## src/hdl/cobsfr_pkg.sv

```systemverilog
// Package for the COBS frame receiver: phase encoding, frame size limits
// and the structure that carries one decoded byte between modules.
// No dependencies.
`timescale 1ns / 1ps

package cobsfr_pkg;

   localparam int MAX_DATA = 64;
   localparam logic [7:0] FRAME_LIMIT = 8'(MAX_DATA + 4);
   localparam logic [6:0] LAST_INDEX = 7'(MAX_DATA + 3);

   typedef enum logic [1:0] {
      PH_IDLE  = 2'd0,
      PH_FIRST = 2'd1,
      PH_FRAME = 2'd2
   } phase_type;

   typedef struct packed {
      logic       valid;
      logic [7:0] frame_byte;
      logic [6:0] byte_index;
      logic       frame_end;
      logic       frame_abort;
   } result_type;

endpackage

```

## src/hdl/cobsfr_decode.sv

```systemverilog
// Frame state and COBS decoding for the receiver: one raw byte in per step,
// at most one decoded byte out. Depends on cobsfr_pkg.
`timescale 1ns / 1ps

module cobsfr_decode (
   input  logic                   clock,
   input  logic                   reset,
   input  logic                   step_en,
   input  logic [7:0]             rx_byte,
   output cobsfr_pkg::result_type result
);

   cobsfr_pkg::phase_type phase_ff, phase_in;
   logic [6:0] position_ff, position_in;
   logic [7:0] zero_countdown_ff, zero_countdown_in;
   logic [7:0] declared_length_ff, declared_length_in;

   logic [7:0] cnt_dec;
   logic       zero_hit;
   logic [7:0] byte_out;
   logic [7:0] length_now;
   logic [7:0] next_pos;
   logic       done;
   logic       over;

   always_comb begin
      cnt_dec    = zero_countdown_ff - 8'd1;
      zero_hit   = (cnt_dec == 8'd0);
      byte_out   = zero_hit ? 8'd0 : rx_byte;
      length_now = (position_ff == 7'd0) ? byte_out : declared_length_ff;
      next_pos   = {1'b0, position_ff} + 8'd1;
      done       = ({1'b0, next_pos} >= ({1'b0, length_now} + 9'd4));
      over       = !done && (next_pos >= cobsfr_pkg::FRAME_LIMIT);
   end

   always_comb begin
      phase_in           = phase_ff;
      position_in        = position_ff;
      zero_countdown_in  = zero_countdown_ff;
      declared_length_in = declared_length_ff;
      result             = '0;
      result.valid       = (rx_byte != 8'd0) && (phase_ff == cobsfr_pkg::PH_FRAME);
      result.frame_byte  = byte_out;
      result.byte_index  = position_ff;
      result.frame_end   = done;
      result.frame_abort = over;
      if (step_en) begin
         priority if (rx_byte == 8'd0) begin
            phase_in = cobsfr_pkg::PH_FIRST;
         end else if (phase_ff == cobsfr_pkg::PH_FIRST) begin
            zero_countdown_in = rx_byte;
            position_in       = 7'd0;
            phase_in          = cobsfr_pkg::PH_FRAME;
         end else if (phase_ff == cobsfr_pkg::PH_FRAME) begin
            zero_countdown_in  = zero_hit ? rx_byte : cnt_dec;
            declared_length_in = length_now;
            position_in        = next_pos[6:0];
            if (done || over) begin
               phase_in = cobsfr_pkg::PH_IDLE;
            end
         end else begin
            phase_in = phase_ff;
         end
      end
   end

   always_ff @(posedge clock) begin
      if (reset) begin
         phase_ff           <= cobsfr_pkg::PH_IDLE;
         position_ff        <= 7'd0;
         zero_countdown_ff  <= 8'd0;
         declared_length_ff <= 8'd0;
      end else begin
         phase_ff           <= phase_in;
         position_ff        <= position_in;
         zero_countdown_ff  <= zero_countdown_in;
         declared_length_ff <= declared_length_in;
      end
   end

   a_zero_resyncs: assert property (@(posedge clock) disable iff (reset)
      step_en && (rx_byte == 8'd0) |=> phase_ff == cobsfr_pkg::PH_FIRST)
      else $error("zero byte did not resynchronise the decoder");

   a_flags_exclusive: assert property (@(posedge clock) disable iff (reset)
      result.valid |-> !(result.frame_end && result.frame_abort))
      else $error("frame end and abort raised together");

   a_position_bound: assert property (@(posedge clock) disable iff (reset)
      phase_ff == cobsfr_pkg::PH_FRAME |-> position_ff <= cobsfr_pkg::LAST_INDEX)
      else $error("frame position ran past the size limit");

   a_countdown_live: assert property (@(posedge clock) disable iff (reset)
      step_en && result.valid |=> zero_countdown_ff != 8'd0)
      else $error("countdown left at zero after a frame byte");

endmodule

```

## src/hdl/cobs_frame_receiver_top.sv

```systemverilog
// Top level of the COBS frame receiver: request and response registers
// around the decoder. Depends on cobsfr_pkg and cobsfr_decode.
`timescale 1ns / 1ps
//
// The request channel takes one raw serial byte per request on req_rx_byte.
// A zero byte always resynchronises the receiver; the byte after it is the
// first COBS countdown. Decoded bytes leave on the response channel with
// their frame position, and rsp_frame_end or rsp_frame_abort marks the last
// byte of a complete or an oversize frame. Zero bytes, the countdown byte
// after a zero and bytes received while not synchronised give no response.
// A request is captured in an input register and decoded into the response
// register by the decode step that follows, which can stall as described below.
// One request can be accepted in every cycle while responses are taken;
// this is set by the single decode step between the two registers.
// When the response is not taken, the pending request still advances if it
// produces no response; otherwise req_ready falls until rsp_ready returns.
// Reset empties both registers and returns the receiver to the idle state.

module cobs_frame_receiver_top (
   input  logic       clock,
   input  logic       reset,
   input  logic       req_valid,
   output logic       req_ready,
   input  logic [7:0] req_rx_byte,
   output logic       rsp_valid,
   input  logic       rsp_ready,
   output logic [7:0] rsp_frame_byte,
   output logic [6:0] rsp_byte_index,
   output logic       rsp_frame_end,
   output logic       rsp_frame_abort
);

   logic       in_valid_ff, in_valid_in;
   logic [7:0] in_byte_ff;
   logic       out_valid_ff, out_valid_in;
   cobsfr_pkg::result_type out_ff;
   cobsfr_pkg::result_type result;
   logic       out_free;
   logic       step_en;

   cobsfr_decode u_decode (
      .clock   (clock),
      .reset   (reset),
      .step_en (step_en),
      .rx_byte (in_byte_ff),
      .result  (result)
   );

   always_comb begin
      out_free     = !out_valid_ff || rsp_ready;
      step_en      = in_valid_ff && (out_free || !result.valid);
      req_ready    = !in_valid_ff || step_en;
      in_valid_in  = req_ready ? req_valid : in_valid_ff;
      out_valid_in = (step_en && result.valid) || (out_valid_ff && !rsp_ready);
   end

   always_ff @(posedge clock) begin
      if (reset) begin
         in_valid_ff  <= 1'b0;
         out_valid_ff <= 1'b0;
      end else begin
         in_valid_ff  <= in_valid_in;
         out_valid_ff <= out_valid_in;
      end
   end

   always_ff @(posedge clock) begin
      if (req_valid && req_ready) begin
         in_byte_ff <= req_rx_byte;
      end
      if (step_en && result.valid) begin
         out_ff <= result;
      end
   end

   assign rsp_valid       = out_valid_ff;
   assign rsp_frame_byte  = out_ff.frame_byte;
   assign rsp_byte_index  = out_ff.byte_index;
   assign rsp_frame_end   = out_ff.frame_end;
   assign rsp_frame_abort = out_ff.frame_abort;

   a_abort_index: assert property (@(posedge clock) disable iff (reset)
      rsp_valid && rsp_frame_abort |-> rsp_byte_index == cobsfr_pkg::LAST_INDEX)
      else $error("abort flagged away from the last allowed position");

   a_no_overwrite: assert property (@(posedge clock) disable iff (reset)
      step_en && result.valid |-> out_free)
      else $error("decoded byte would overwrite a pending response");

   a_step_needs_data: assert property (@(posedge clock) disable iff (reset)
      step_en |-> in_valid_ff)
      else $error("decoder stepped without a pending request");

endmodule
```

## config.mk

```make
export PLATFORM = sky130hd
export DESIGN_NAME = cobs_frame_receiver_top
export DESIGN_NICKNAME = d
export VERILOG_FILES = /design/src/hdl/cobsfr_pkg.sv /design/src/hdl/cobsfr_decode.sv /design/src/hdl/cobs_frame_receiver_top.sv
export SDC_FILE = /design/constraint.sdc
export NUM_CORES = 1
export LEC_CHECK = 0
export BUFFER_PORTS_ARGS = -buffer_cell sky130_fd_sc_hd__buf_2
export CAP_MARGIN = 20
export CORE_ASPECT_RATIO = 0.5
export CORE_MARGIN = 2
export CORE_UTILIZATION = 45
export DETAILED_ROUTE_END_ITERATION = 7
export MAX_ROUTING_LAYER = met4
export PLACE_DENSITY = 0.66
export SLEW_MARGIN = 10
export SYNTH_ARGS = -nofsm -noshare
export SYNTH_HDL_FRONTEND = slang
export SYNTH_SLANG_ARGS = --single-unit
```

## constraint.sdc

```tcl
create_clock -name clock -period 4.9 [get_ports clock]
set_input_delay 0.735 -clock clock [delete_from_list [all_inputs] [get_ports clock]]
set_output_delay 0.735 -clock clock [all_outputs]
set_load 0.02 [all_outputs]
```

==> results.py <==
metrics = {
    "routing": {
        "drt_wl_total_mm": 6.64,
        "first_pass_iteration_count_of_the_detailed_router": 4,
        "drt_first_iter_violations": 215,
        "wl_per_cell_um": 15.7,
        "route.detailed.vias_per_inst": 5.66,
        "route.antenna.remaining_nets": 0,
        "via_count": 2389,
        "remaining_drc_errors": 0,
    },
    "timing": {
        "unrepaired_setup_endpoints_after_global_routing": "no",
        "finalSetupTns_ns": 0,
        "slew-limit-headroom": 0.344,
        "count_of_pins_over_their_slew_limit": 0,
        "final.min_clock_period_ns": 4.31,
        "setup_viol": 0,
        "finalHoldViolations": 0,
        "final.period_utilization": 0.880,
        "finalClockSkew_ns": 0.00818,
        "max_freq_ghz": 0.232,
        "worst_pin_slew_ns": 0.979,
    },
    "logic_synthesis": {
        "synth.net_count": 340,
        "post-synth-top-area-cell": "sky130_fd_sc_hd__edfxtp_1",
        "synthTopCellsByArea": "sky130_fd_sc_hd__edfxtp_1 25%, sky130_fd_sc_hd__dfxtp_1 18%, sky130_fd_sc_hd__ha_1 6.4%, sky130_fd_sc_hd__a21oi_1 5.3%, sky130_fd_sc_hd__nand3_1 3.6%",
        "post-synth-top-area-fraction": 0.255,
        "post_synth_inst_count": 313,
        "synth-edff-count": 25,
        "synth_top_flop_cell": "sky130_fd_sc_hd__dfxtp_1",
        "yosysUniqueCellTypes": 59,
        "ys_ff_latch": 52,
        "synth-seq-area-share": 0.438,
        "synth.avg_cell_area_um2": 9.41,
        "yosysWarningCount": 0,
        "cell_with_the_most_instances_after_synthesis": "sky130_fd_sc_hd__a21oi_1",
        "ys_async_sr_fraction": 0,
        "netlist_area_um2": 2950,
        "synth.cells.most_frequent": "31 x sky130_fd_sc_hd__a21oi_1, 27 x sky130_fd_sc_hd__dfxtp_1, 26 x sky130_fd_sc_hd__nand2_1, 26 x sky130_fd_sc_hd__nor2_1, 25 x sky130_fd_sc_hd__edfxtp_1",
    },
    "setup_path": {
        "worstSetupEndpoint": "u_decode.phase_ff[0]",
        "crit_path_start_kind": "register",
        "worst_r2r_path_depth": 20,
        "crit_arrival_ns": 4.51,
        "critPathRequiredTime_ns": 5.10,
        "rr_endpoint": "u_decode.phase_ff[0]",
        "setup.worst_path.class": "register to register",
        "setup.worst_path.end_class": "register",
        "rrSetupSlack_ns": 0.59,
        "worst_setup_path_startpoint": "u_decode.zero_countdown_ff[0]",
        "critPathMaxFanout": 18,
        "worst_r2r_startpoint": "u_decode.zero_countdown_ff[0]",
    },
    "clock_network": {
        "cts_num_sinks": 52,
        "cts_root_buf": "sky130_fd_sc_hd__clkbuf_16",
        "clk-insertion-delay-late_ns": 0.30,
        "clk_pin_slew_ns": 0.07,
        "holdBufCountCts": 0,
        "cts.repair.resized": 0,
        "cts-buffers-inserted": 5,
        "postcts_setup_bufs": 0,
        "h_tree_levels": 2,
        "tritoncts_clock_tree": "built",
        "clock_path_buffers": 2,
    },
    "grt": {
        "global_route.usage.total": 0.203,
        "grt-ovfl-total": 0,
        "antenna_found_initial": 0,
        "grt_start_max_net_pins": 29,
        "grt_pass1_wl_mm": 10.8,
        "number_of_global_route_vias_before_repair": 2105,
    },
    "finish": {
        "n_fill_cell": 601,
        "layout_cells_sized_above_1": 0.162,
        "antennaDiodeCount": 0,
        "fin_nets": 360,
        "layout-area-overhead-vs-synth_pct": 10.0,
        "layoutNonFillerInstCount": 422,
    },
    "pwr": {
        "power_per_cell_area_nw_per_um2": 272,
        "p_seq_frac": 0.538,
        "switching_power_uw": 203,
        "comb_power_share": 0.066,
        "netSwitchingFraction": 0.230,
        "peakVddDrop_uv": 235,
        "p_int_uw": 679,
        "clockPowerShare": 0.396,
        "total_leakage_power_uw": 0.00123,
    },
    "die": {
        "die-area_um2": 7250,
        "ioPinCount": 31,
        "floorplan.initialDensity": 0.475,
        "coreArea_um2": 6210,
        "chipHeight_um": 61.2,
        "die_x_um": 118,
        "num_rows": 20,
    },
    "status": {
        "outcome": "finished clean",
    },
    "run": {
        "drv.max_cap_violation_count": 0,
    },
    "worst_hold_path": {
        "depth_of_the_worst_hold_timing_path": 2,
        "holdCritPathClass": "register to register",
    },
    "placed_design": {
        "finalWeightedCongestion": 0.900,
        "numPlacedInstances": 414,
        "detailedPlacementHpwl_mm": 4.71,
        "io_buffers": 30,
    },
}
[cells in the final DEF, fill, tap and decap left out, drive strengths merged, types with 10 or more instances in the layout]
cell type and n:
dfxtp 27, a21oi 31, buf 30, nand2 27, nor2 26, a31oi 10
edfxtp 25, ha 15, and2 11, nand3 21, o21ai 14, inv 14
[worst min path at each step]
| stage | startpoint | endpoint | slack [ns] |
|---|---|---|---|
| after floorplan | u_decode.position_ff[2] | rsp_byte_index[2] | 0.41 |
| after global placement | u_decode.declared_length_ff[1] | u_decode.declared_length_ff[1] | 0.44 |
| after detailed placement | u_decode.declared_length_ff[0] | u_decode.declared_length_ff[0] | 0.45 |
| after CTS | u_decode.declared_length_ff[0] | u_decode.declared_length_ff[0] | 0.46 |
| after global routing | u_decode.declared_length_ff[0] | u_decode.declared_length_ff[0] | 0.49 |
| final | u_decode.declared_length_ff[7] | u_decode.declared_length_ff[7] | 0.46 |
[cells by family after synthesis]
group,count (synthesis),share of synthesized area
simple gates,120,0.219
compound gates,77,0.168
mux,5,0.0183
buf+inv,31,0.0539
flops,52,0.438
fa+ha+maj,15,0.0637
xor+xnor,13,0.0386
[metal layers]
metal  share of wire  track usage  vias to the layer above
met4           0.021       0.0969                        0
li1                -            -                     1175
met3           0.066       0.0417                       12
met5               0            -                        -
met1            0.49        0.273                     1135
met2            0.43        0.297                       67
[worst max-delay path: stages (launching register included)]
cell and delay, ns:
sky130_fd_sc_hd__dfxtp_1 0.44, sky130_fd_sc_hd__inv_1 0.08, sky130_fd_sc_hd__ha_1 0.27, sky130_fd_sc_hd__nor4b_4 0.16, sky130_fd_sc_hd__xor2_1 0.17, sky130_fd_sc_hd__o21ai_1 0.37, sky130_fd_sc_hd__nand2_2 0.28, sky130_fd_sc_hd__and2_1 0.26
sky130_fd_sc_hd__mux2_2 0.27, sky130_fd_sc_hd__ha_1 0.22, sky130_fd_sc_hd__nand3_1 0.09, sky130_fd_sc_hd__mux2i_1 0.14, sky130_fd_sc_hd__xnor2_1 0.21, sky130_fd_sc_hd__nor2_1 0.06, sky130_fd_sc_hd__a31oi_1 0.17, sky130_fd_sc_hd__ha_1 0.17
sky130_fd_sc_hd__a21o_1 0.12, sky130_fd_sc_hd__a211oi_1 0.05, sky130_fd_sc_hd__a21oi_1 0.26, sky130_fd_sc_hd__a31oi_1 0.16, sky130_fd_sc_hd__a31o_2 0.27
[registers in the layout, summed over array words and instances (netlist names)]
name and count:
u_decode.phase_ff 2, rsp_frame_byte 8, rsp_frame_end 1, rsp_frame_abort 1
u_decode.zero_countdown_ff 8, u_decode.declared_length_ff 8, in_valid_ff 1, u_decode.position_ff 7
rsp_byte_index 7, in_byte_ff 8, rsp_valid 1
[metrics by stage]
| stage | cell area, um2 | utilization | total power [uW] | hold slack [ns] | worst slack [ns] |
|---|---|---|---|---|---|
| 6_report | 3240 | 0.522 | 881 | 0.462 | 0.588 |
| 3_3_place_gp | 3100 | 0.500 | 540 | 0.444 | 0.828 |
| 2_1_floorplan | 2950 | - | 522 | 0.406 | 1.22 |
| 5_1_grt | 3240 | 0.522 | 913 | 0.495 | 0.206 |
| 4_1_cts | 3240 | 0.522 | 887 | 0.462 | 0.619 |
| 3_5_place_dp | 3100 | 0.500 | 542 | 0.452 | 0.619 |
[power by group through the flow]
stage | combinational, uW | sequential [uW] | clock (uW)
global placement | 56.1 | 484 | 0
floorplan | 44.1 | 478 | 0
finish | 58.2 | 475 | 349
CTS | 58.2 | 474 | 355
global route | 65.9 | 475 | 372
detailed placement | 57.6 | 484 | 0
[layout make-up]
class / count / area [um2] / area share
clock buffer: 7 / 133 / 0.0409
clock inverter: 1 / 8.76 / 0.00270
inverter: 14 / 52.6 / 0.0162
multi-input combinational: 230 / 1500 / 0.462
sequential: 52 / 1290 / 0.398
tap: 88 / 110 / 0.0340
timing repair buffer: 30 / 150 / 0.0463
(Power assumes the default switching activity.)
